<file path="src/rtl/ufr_pkg.sv">
// Shared types and constants for the motor frame receiver.
package ufr_pkg;

    // Parser phase
    typedef enum logic [1:0] {
        PH_IDLE = 2'd0,
        PH_LEN  = 2'd1,
        PH_BODY = 2'd2
    } t_phase;

    // Item kinds
    localparam logic REQ_BYTE = 1'b0;
    localparam logic REQ_TICK = 1'b1;

    // Configuration register indexes
    localparam logic CFG_HEAD    = 1'b0;
    localparam logic CFG_TIMEOUT = 1'b1;

    // Configuration reset values
    localparam logic [7:0]  HEAD_RST    = 8'd165;
    localparam logic [15:0] TIMEOUT_RST = 16'd50;

    // Shortest legal frame
    localparam logic [7:0] MIN_LEN = 8'd5;

    // Frame payload codes
    localparam logic [7:0] IDX_ONE  = 8'h01;
    localparam logic [7:0] IDX_TWO  = 8'h02;
    localparam logic [7:0] CMD_STOP = 8'h00;
    localparam logic [7:0] CMD_FWD  = 8'h01;
    localparam logic [7:0] CMD_REV  = 8'h02;

    // Motor state codes
    localparam logic [1:0] MOT_STOP = 2'd0;
    localparam logic [1:0] MOT_FWD  = 2'd1;
    localparam logic [1:0] MOT_REV  = 2'd2;

    // Parser events for one item
    typedef struct packed {
        logic       ok;
        logic       cerr;
        logic       lerr;
        logic       tmo;
        logic [7:0] index;
        logic [7:0] command;
    } t_frame_evt;

    // Motor and light levels after one item
    typedef struct packed {
        logic [1:0] motor_one;
        logic [1:0] motor_two;
        logic       left_light;
        logic       right_light;
        logic       power;
    } t_motor_out;

endpackage

</file>
<file path="src/rtl/ufr_parser.sv">
// Frame parser: head, length, body, checksum and receive timeout.
module ufr_parser #(
    parameter int FRAME_MAX = 10
) (
    input  logic                  i_clk,
    input  logic                  i_rst_n,
    input  logic                  i_step,
    input  logic                  i_req_type,
    input  logic [7:0]            i_rx_byte,
    input  logic [7:0]            i_head_byte,
    input  logic [15:0]           i_timeout_ticks,
    output ufr_pkg::t_frame_evt   o_evt
);
    import ufr_pkg::*;

    localparam logic [7:0] MAX_LEN = 8'(FRAME_MAX);

    t_phase      r_phase, n_phase;
    logic [3:0]  r_cnt, n_cnt;
    logic [3:0]  r_exp, n_exp;
    logic [7:0]  r_sum, n_sum;
    logic [7:0]  r_index, n_index;
    logic [7:0]  r_command, n_command;
    logic        r_armed, n_armed;
    logic [15:0] r_idle, n_idle;

    logic is_tick;
    logic tmo_hit;
    logic head_hit;
    logic len_bad;
    logic body_last;

    assign is_tick   = (i_req_type == REQ_TICK);
    assign tmo_hit   = (r_idle >= i_timeout_ticks);
    assign head_hit  = (i_rx_byte == i_head_byte);
    assign len_bad   = (i_rx_byte < MIN_LEN) || (i_rx_byte > MAX_LEN);
    assign body_last = (({1'b0, r_cnt} + 5'd1) >= {1'b0, r_exp});

    // Next phase
    always_comb begin
        n_phase = r_phase;
        if (i_step) begin
            if (is_tick) begin
                if (r_armed && tmo_hit) begin
                    n_phase = PH_IDLE;
                end
            end else begin
                case (r_phase)
                    PH_IDLE: if (head_hit) n_phase = PH_LEN;
                    PH_LEN:  n_phase = len_bad ? PH_IDLE : PH_BODY;
                    PH_BODY: if (body_last) n_phase = PH_IDLE;
                    default: n_phase = PH_IDLE;
                endcase
            end
        end
    end

    // Counters, checksum, captured fields and events
    always_comb begin
        n_cnt     = r_cnt;
        n_exp     = r_exp;
        n_sum     = r_sum;
        n_index   = r_index;
        n_command = r_command;
        n_armed   = r_armed;
        n_idle    = r_idle;
        o_evt         = '0;
        o_evt.index   = r_index;
        o_evt.command = r_command;
        if (i_step) begin
            if (is_tick) begin
                if (r_armed) begin
                    if (tmo_hit) begin
                        n_armed   = 1'b0;
                        o_evt.tmo = 1'b1;
                    end else begin
                        n_idle = r_idle + 16'd1;
                    end
                end
            end else begin
                n_armed = 1'b1;
                n_idle  = '0;
                case (r_phase)
                    PH_IDLE: begin
                        if (head_hit) begin
                            n_sum = i_rx_byte;
                            n_cnt = 4'd1;
                        end else begin
                            n_armed = 1'b0;
                        end
                    end
                    PH_LEN: begin
                        if (len_bad) begin
                            o_evt.lerr = 1'b1;
                            n_armed    = 1'b0;
                        end else begin
                            n_exp = i_rx_byte[3:0];
                            n_sum = r_sum + i_rx_byte;
                            n_cnt = 4'd2;
                        end
                    end
                    PH_BODY: begin
                        if (body_last) begin
                            o_evt.ok   = (i_rx_byte == r_sum);
                            o_evt.cerr = (i_rx_byte != r_sum);
                            n_armed    = 1'b0;
                        end else begin
                            if (r_cnt == 4'd2) n_index = i_rx_byte;
                            if (r_cnt == 4'd3) n_command = i_rx_byte;
                            n_sum = r_sum + i_rx_byte;
                            n_cnt = r_cnt + 4'd1;
                        end
                    end
                    default: n_armed = 1'b0;
                endcase
            end
        end
    end

    // State registers
    always_ff @(posedge i_clk) begin
        if (!i_rst_n) begin
            r_phase   <= PH_IDLE;
            r_cnt     <= '0;
            r_exp     <= '0;
            r_sum     <= '0;
            r_index   <= '0;
            r_command <= '0;
            r_armed   <= 1'b0;
            r_idle    <= '0;
        end else begin
            r_phase   <= n_phase;
            r_cnt     <= n_cnt;
            r_exp     <= n_exp;
            r_sum     <= n_sum;
            r_index   <= n_index;
            r_command <= n_command;
            r_armed   <= n_armed;
            r_idle    <= n_idle;
        end
    end

endmodule

</file>
<file path="src/rtl/ufr_motor.sv">
// Motor, light and light power state updated by good frames.
module ufr_motor (
    input  logic                 i_clk,
    input  logic                 i_rst_n,
    input  logic                 i_step,
    input  ufr_pkg::t_frame_evt  i_evt,
    output ufr_pkg::t_motor_out  o_next
);
    import ufr_pkg::*;

    t_motor_out r_st, n_st;

    // Apply a good frame, then the power pin rule
    always_comb begin
        n_st = r_st;
        if (i_step && i_evt.ok) begin
            if (i_evt.index == IDX_ONE) begin
                case (i_evt.command)
                    CMD_STOP: n_st.motor_one = MOT_STOP;
                    CMD_FWD: begin
                        n_st.motor_one  = MOT_FWD;
                        n_st.left_light = 1'b1;
                    end
                    CMD_REV: begin
                        n_st.motor_one  = MOT_REV;
                        n_st.left_light = 1'b0;
                    end
                    default: n_st.motor_one = r_st.motor_one;
                endcase
            end else if (i_evt.index == IDX_TWO) begin
                case (i_evt.command)
                    CMD_STOP: n_st.motor_two = MOT_STOP;
                    CMD_FWD: begin
                        n_st.motor_two   = MOT_FWD;
                        n_st.right_light = 1'b1;
                    end
                    CMD_REV: begin
                        n_st.motor_two   = MOT_REV;
                        n_st.right_light = 1'b0;
                    end
                    default: n_st.motor_two = r_st.motor_two;
                endcase
            end
            if (n_st.motor_one == MOT_REV && n_st.motor_two == MOT_REV) begin
                n_st.power = 1'b0;
            end else if (n_st.motor_one == MOT_FWD || n_st.motor_two == MOT_FWD) begin
                n_st.power = 1'b1;
            end
        end
    end

    assign o_next = n_st;

    always_ff @(posedge i_clk) begin
        if (!i_rst_n) begin
            r_st <= '0;
        end else begin
            r_st <= n_st;
        end
    end

endmodule

</file>
<file path="src/rtl/uart_motor_frame_receiver.sv">
// Top level of the motor command frame receiver.
// Path: input register, one step of parser and motor logic, then the result
// register, which holds while the output is stalled.
// Throughput: one item per cycle while the output channel is not stalled.
// Reset (synchronous, active low): parser idle, timer disarmed, motors stopped,
// lights and power off, head byte 165, timeout 50 ticks, both channels empty.
module uart_motor_frame_receiver #(
    parameter int FRAME_MAX = 10
) (
    input  logic        i_clk,
    input  logic        i_rst_n,
    // configuration writes
    input  logic        i_cfg_we,
    input  logic        i_cfg_idx,
    input  logic [15:0] i_cfg_data,
    // input channel
    input  logic        i_in_valid,
    output logic        o_in_ready,
    input  logic        i_req_type,
    input  logic [7:0]  i_rx_byte,
    // output channel
    output logic        o_out_valid,
    input  logic        i_out_ready,
    output logic        o_frame_ok,
    output logic        o_checksum_error,
    output logic        o_length_error,
    output logic        o_timed_out,
    output logic [1:0]  o_motor_one_state,
    output logic [1:0]  o_motor_two_state,
    output logic        o_left_light_on,
    output logic        o_right_light_on,
    output logic        o_light_power_on
);
    import ufr_pkg::*;

    logic [7:0]  r_head_byte;
    logic [15:0] r_timeout;
    logic        r_in_valid;
    logic        r_in_type;
    logic [7:0]  r_in_byte;
    logic        r_out_valid;
    logic [3:0]  r_flags;
    t_motor_out  r_motor;

    logic       step;
    t_frame_evt evt;
    t_motor_out motor_next;

    // Advance when the input register holds an item and the result slot frees
    assign step       = r_in_valid && (!r_out_valid || i_out_ready);
    assign o_in_ready = !r_in_valid || step;

    // Configuration registers
    always_ff @(posedge i_clk) begin
        if (!i_rst_n) begin
            r_head_byte <= HEAD_RST;
            r_timeout   <= TIMEOUT_RST;
        end else if (i_cfg_we) begin
            case (i_cfg_idx)
                CFG_HEAD:    r_head_byte <= i_cfg_data[7:0];
                CFG_TIMEOUT: r_timeout   <= i_cfg_data;
                default:     r_head_byte <= r_head_byte;
            endcase
        end
    end

    // Input register
    always_ff @(posedge i_clk) begin
        if (!i_rst_n) begin
            r_in_valid <= 1'b0;
        end else if (o_in_ready) begin
            r_in_valid <= i_in_valid;
        end
    end

    always_ff @(posedge i_clk) begin
        if (i_in_valid && o_in_ready) begin
            r_in_type <= i_req_type;
            r_in_byte <= i_rx_byte;
        end
    end

    ufr_parser #(
        .FRAME_MAX (FRAME_MAX)
    ) u_parser (
        .i_clk           (i_clk),
        .i_rst_n         (i_rst_n),
        .i_step          (step),
        .i_req_type      (r_in_type),
        .i_rx_byte       (r_in_byte),
        .i_head_byte     (r_head_byte),
        .i_timeout_ticks (r_timeout),
        .o_evt           (evt)
    );

    ufr_motor u_motor (
        .i_clk   (i_clk),
        .i_rst_n (i_rst_n),
        .i_step  (step),
        .i_evt   (evt),
        .o_next  (motor_next)
    );

    // Result register
    always_ff @(posedge i_clk) begin
        if (!i_rst_n) begin
            r_out_valid <= 1'b0;
        end else if (step) begin
            r_out_valid <= 1'b1;
        end else if (i_out_ready) begin
            r_out_valid <= 1'b0;
        end
    end

    always_ff @(posedge i_clk) begin
        if (step) begin
            r_flags <= {evt.ok, evt.cerr, evt.lerr, evt.tmo};
            r_motor <= motor_next;
        end
    end

    assign o_out_valid       = r_out_valid;
    assign o_frame_ok        = r_flags[3];
    assign o_checksum_error  = r_flags[2];
    assign o_length_error    = r_flags[1];
    assign o_timed_out       = r_flags[0];
    assign o_motor_one_state = r_motor.motor_one;
    assign o_motor_two_state = r_motor.motor_two;
    assign o_left_light_on   = r_motor.left_light;
    assign o_right_light_on  = r_motor.right_light;
    assign o_light_power_on  = r_motor.power;

endmodule

</file>
<file path="config.mk">
export PLATFORM = sky130hd
export DESIGN_NAME = uart_motor_frame_receiver
export DESIGN_NICKNAME = d
export VERILOG_FILES = /design/src/rtl/ufr_pkg.sv /design/src/rtl/ufr_parser.sv /design/src/rtl/ufr_motor.sv /design/src/rtl/uart_motor_frame_receiver.sv
export SDC_FILE = /design/constraint.sdc
export NUM_CORES = 1
export LEC_CHECK = 0
export BUFFER_PORTS_ARGS = -buffer_cell sky130_fd_sc_hd__buf_4
export CAP_MARGIN = 20
export CORE_ASPECT_RATIO = 0.75
export CORE_UTILIZATION = 30
export CTS_CLUSTER_SIZE = 30
export DETAILED_ROUTE_END_ITERATION = 8
export PLACE_DENSITY = 0.55
export SYNTH_ARGS = -nofsm -noshare
export SYNTH_HDL_FRONTEND = slang
export SYNTH_SLANG_ARGS = --single-unit
</file>
<file path="constraint.sdc">
create_clock -name i_clk -period 4.7 [get_ports i_clk]
set_input_delay 0.47 -clock i_clk [delete_from_list [all_inputs] [get_ports i_clk]]
set_output_delay 0.47 -clock i_clk [all_outputs]
set_load 0.02 [all_outputs]
</file>
Word-level counts from Yosys, hierarchy flattened
Cells that the tools add are included.
- register bits: 104
- input port bits: 31
- logic and storage cells: 142
- add/subtract/negate cells: 4
- magnitude comparators: 4
- eq/ne operators: 23
- multiplexer cells: 50
- bitwise logic cells: 7
- reductions and logical operators: 26
- operators by type and width (cell ; number):
    16-bit two-way mux ; 3
    2-bit two-way mux ; 12
    8-bit two-way mux ; 3
    8-bit case mux with 3 select lines ; 1
    1-bit two-way mux ; 18
    2-bit case mux with 3 select lines ; 3
    16-bit by 1-bit adder with 16-bit output (second input constant) ; 1
    8-bit by 1-bit == test with 1-bit output (second input constant) ; 2
    8-bit by 2-bit == test with 1-bit output (second input constant) ; 2
    8-bit == test ; 2
    16-bit greater-or-equal comparator ; 1
    4-bit two-way mux ; 4
    4-bit case mux with 3 select lines ; 1
    5-bit AND reduction ; 2
    8-bit adder ; 1
    4-bit by 2-bit == test with 1-bit output (second input constant) ; 2
    8-bit by 4-bit greater-than comparator with 1-bit output (second input constant) ; 1
    8-bit zero test ; 1
    8-bit by 3-bit < comparator with 1-bit output (second input constant) ; 1
    8-bit != test ; 1
    4-bit AND reduction ; 2
    7-bit two-way mux ; 1
    1-bit NOT ; 7
    2-bit by 1-bit == test with 1-bit output (second input constant) ; 3
    21 further kinds ; 39

Longest topological paths before layout
- word-level depth: 13
- gate-level depth with buffers: 11
- mapped depth without buffers: 10

By module
Synthesis repeated with hierarchy kept, for this count alone.
- cells, all modules: 612
- area, all modules: 5677.9 um2
- by module, submodules not included (module ; times used ; cells an instance ; area each (um2)):
    ufr_parser ; 1 ; 422 ; 3490.8
    uart_motor_frame_receiver ; 1 ; 137 ; 1699.1
    ufr_motor ; 1 ; 53 ; 488.0

Worst setup path after synthesis
Ideal clock, no wire load.
- path type: reg2reg
- start: register u_parser.r_cnt[0]
- end: register r_motor (netlist bit o_motor_two_state[1]), data pin
- setup time: 0.273 ns
- arrival time: 2.176 ns
- required time: 4.427 ns
- slack: 2.251 ns
- stages on the path, launching flop included: 11
- path buffers: 0
- clock period less this slack: 2.449 ns
- cells stage by stage: dfxtp_1 inv_1 ha_1 inv_1 ha_1 a21o_1 a21o_1 a41oi_1 nor3_1 a21oi_1 nor2_1
- RTL lines (element ; line ; RTL):
    start: declaration ; ufr_parser.sv:19 ; logic [3:0] r_cnt, n_cnt;
    start signal: assignment ; ufr_parser.sv:133 ; r_cnt <= n_cnt;
    end signal: assignment ; uart_motor_frame_receiver.sv:118 ; r_motor <= motor_next;
    end: declaration ; uart_motor_frame_receiver.sv:43 ; t_motor_out r_motor;

Worst setup path in the final report
- start: register r_in_byte[2]
- end: register u_motor.r_st[3] (netlist bit)
- word-level cells in the longest chain between the ends: 7
- ends and longest elaborated chain (element ; line ; RTL):
    start: declaration ; uart_motor_frame_receiver.sv:40 ; logic [7:0] r_in_byte;
    start signal: assignment ; uart_motor_frame_receiver.sv:79 ; r_in_byte <= i_rx_byte;
    8-bit == test ; ufr_parser.sv:104 ; o_evt.ok = (i_rx_byte == r_sum);
    2-bit two-way mux ; ufr_parser.sv:103 ; if (body_last) begin
    2-bit two-way mux ; ufr_parser.sv:83 ; case (r_phase)
    3-bit two-way mux ; ufr_parser.sv:71 ; if (is_tick) begin
    4-bit two-way mux ; ufr_parser.sv:70 ; if (i_step) begin
    1-bit logical AND ; ufr_motor.sv:16 ; if (i_step && i_evt.ok) begin
    7-bit two-way mux ; ufr_motor.sv:16 ;
    end signal: assignment ; ufr_motor.sv:58 ; r_st <= n_st;
    end: declaration ; ufr_motor.sv:11 ; t_motor_out r_st, n_st;
No other way between the ends.
A chain may end at the register's enable or synchronous reset.

==> flow_metrics.py <==
metrics = {
    "synth": {
        "synth_cell_types": 58,
        "synth_ff_type": "dfxtp_1",
        "synthTopCellsByArea": "dfxtp_1 (31%), edfxtp_1 (11%), ha_1 (8.1%), mux2i_1 (5.9%), nand2_1 (5.5%)",
        "seq_area_frac_synth_pct": 42.38,
        "synth_top_area_share_pct": 31.23,
        "syn_avg_cell_area_um2": 8.771,
        "syn_nets": 681,
        "synth_edf_count": 20,
        "syn_area_mm2": 0.005385,
        "ys_warn_count": 0,
        "synthCells": 614,
        "synth_seq_cells": 104,
        "synth_area_leader_cell": "dfxtp_1",
        "ys_async_sr_fraction_pct": 0,
    },
    "sta": {
        "setup_tns_ps": 0,
        "skew_ps": 5.538,
        "max_freq_mhz": 342.3,
        "setup_slack_ps": 1779,
        "worst_pin_slew_ps": 1005,
        "finalCritPeriodShare_pct": 62.15,
        "setup_viol": 0,
        "maxSlewHeadroom_pct": 32.69,
        "rsz0062_at_grt": "false",
        "post-route-min-period_ps": 2921,
        "maxSlewViolCount": 0,
        "finalHoldViolCount": 0,
    },
    "finish": {
        "mostFrequentLayoutCell": "dfxtp_1",
        "antenna_cells": 0,
        "layout_common_cells": "dfxtp_1 (84), nand2_1 (79), nor2_1 (67)",
        "layout-drive-gt1-share_pct": 11.23,
        "area_growth_pct": 15.36,
        "nets": 712,
        "final_area_mm2": 0.006212,
        "n_fill_cell": 1795,
    },
    "place": {
        "place_ws_ps": 1833,
        "dpl.hpwl_mm": 9.486,
        "place.gp.congestion": 0.8005,
        "io_buffer_count": 43,
        "dpl_cell_area_mm2": 0.005909,
    },
    "clock_tree": {
        "cts_setup_buffers": 0,
        "cts.repair.resized": 0,
        "cts_tree": "done",
        "cts.clk_slew.worst_paths_ps": 70,
        "clk_path_buf_depth": 2,
        "cts_buffers": 9,
        "cts.sinks": 104,
        "htree_levels": 3,
        "cts_hold_buf": 0,
        "clock_latency_ps": 360,
        "root_buffer": "clkbuf_16",
    },
    "min_path": {
        "holdCritStartpoint": "i_rx_byte[7]",
        "hp-class": "in -> reg",
        "min_delay_worst_endpoint": "r_in_byte[7]",
        "holdPathStages": 1,
    },
    "floorplanning": {
        "die_w_um": 156.7,
        "ios": 44,
        "die_area_mm2": 0.01850,
        "rows": 42,
        "coreArea_mm2": 0.01760,
        "fp.dieH_um": 118.0,
        "start_util_pct": 30.59,
    },
    "power_and_ir_drop": {
        "p_leak_uw": 0.002501,
        "cellPowerDensity_mw_per_mm2": 296.8,
        "vdd_drop_max_v": 0.0001249,
        "power_uw": 1844,
    },
    "drt": {
        "via_per_inst": 4.870,
        "wl_per_cell_um": 14.33,
        "num_vias": 4344,
        "drc": 1,
        "antenna_left": 0,
        "drtIter0Drc": 259,
        "firstDrtPassIters": 7,
        "wl_mm": 12.78,
    },
    "global_routing": {
        "grt_pass1_vias": 4281,
        "grt_antenna_before_repair": 0,
        "globalRoute.totalOverflow": 0,
        "grt_max_degree": 60,
        "grt.total_usage_pct": 14.65,
        "grt_pass1_wl_mm": 21.09,
    },
    "worst_setup_path": {
        "crit_type": "reg -> reg",
        "cp.required_ps": 4970,
        "r2r_start": "r_in_byte[2]",
        "reg2reg_depth": 6,
        "r2r-end": "u_motor.r_st[3]",
        "startpoint_type": "flip-flop",
        "endpoint_kind": "flip-flop",
        "worstPathArrival_ps": 3190,
        "cp_max_fo": 8,
        "r2r_setup_slack_ps": 1780,
    },
    "status": {
        "run_status": "complete, but fails checks",
        "violations": "DRC",
    },
    "job": {
        "maxCapViolations": 0,
    },
}
## stage by stage
stage	instances	util [%]	hold WS (ps)
floorplan	614	-	427.5
global placement	876	33.57	437.5
detailed placement	876	33.57	446.6
CTS	892	35.29	267.4
global route	892	35.29	271.2
finish	892	35.29	283.0
## critical path, cell delays in order (launching register included)
cell      delay (ps)
edfxtp_1         540
ha_1             420
nor4_1           460
nand3_1          360
nor4_1           690
nor2_1           130
a211oi_1         240
## kinds of logic after synthesis
logic type,Yosys count,synth area share [%]
AO/OA/AOI/OAI,113,13.89
buffers and inverters,67,5.019
flip-flops,104,42.38
AND/OR/NAND/NOR,240,20.68
XOR/XNOR,22,3.578
adder cells (fa/ha/maj),36,8.504
multiplexers,32,5.948
## area by class of cell
type	instances	area [um2]	share of cell area (%)
multi-input combinational	443	2833	45.60
sequential	104	2282	36.74
timing repair buffer	44	330.3	5.317
tap	242	302.8	4.874
clock buffer	9	225.2	3.625
inverter	43	161.4	2.598
clock inverter	7	77.57	1.249
## cell usage after synthesis (5+ instances only)
cell	count
a31oi_1	5
a211oi_1	10
nor2b_1	7
clkbuf_1	21
nand3_1	22
a21o_1	7
a21oi_1	46
mux2i_1	32
dfxtp_1	84
edfxtp_1	20
and3_1	6
nor4_1	9
nand2_1	79
o211ai_1	6
nor2_1	67
xnor2_1	19
nand4_1	9
o21ai_0	12
ha_1	35
nand2b_1	8
inv_1	42
nor3_1	13
## how the worst max path moves through the flow
| stage | startpoint | to | slack [ps] | cells after the start |
|---|---|---|---|---|
| floorplan | u_parser.r_cnt[0] | o_motor_two_state[1] | 2250 | 10 |
| global placement | u_parser.r_cnt[0] | o_motor_two_state[1] | 1980 | 10 |
| detailed placement | r_in_byte[2] | u_motor.r_st[3] | 1830 | 6 |
| CTS | r_in_byte[2] | u_motor.r_st[3] | 1820 | 6 |
| global route | r_in_byte[2] | u_motor.r_st[3] | 1510 | 6 |
| finish | r_in_byte[2] | u_motor.r_st[3] | 1780 | 6 |
## power by group
group	switching (uW)	internal (uW)	total (uW)
clock	355	418	773
combinational	70.9	50.8	122
sequential	20.1	929	949
total	446	1400	1840
## flip-flops by register name, indices dropped and copies added, names as in the netlist
register,cells
o_left_light_on,1
u_parser.r_sum,8
o_motor_two_state,2
u_parser.r_exp,4
r_head_byte,8
r_in_byte,8
o_light_power_on,1
o_out_valid,1
u_parser.r_command,8
r_timeout,16
u_parser.r_phase,2
o_right_light_on,1
u_parser.r_armed,1
u_parser.r_index,8
r_flags,4
o_motor_one_state,2
r_in_type,1
u_parser.r_idle,16
u_parser.r_cnt,4
r_in_valid,1
u_motor.r_st,7
## metal layers
layer / vias to the layer above / part of all wire (%) / GRT usage, %
li1: 2206 / - / -
met4: 0 / 1.5 / 5.147
met2: 76 / 42 / 21.72
met5: - / 0 / 0
met3: 16 / 5.0 / 3.424
met1: 2046 / 51 / 20.59
Note: power is estimated with default switching activity, not from simulation.
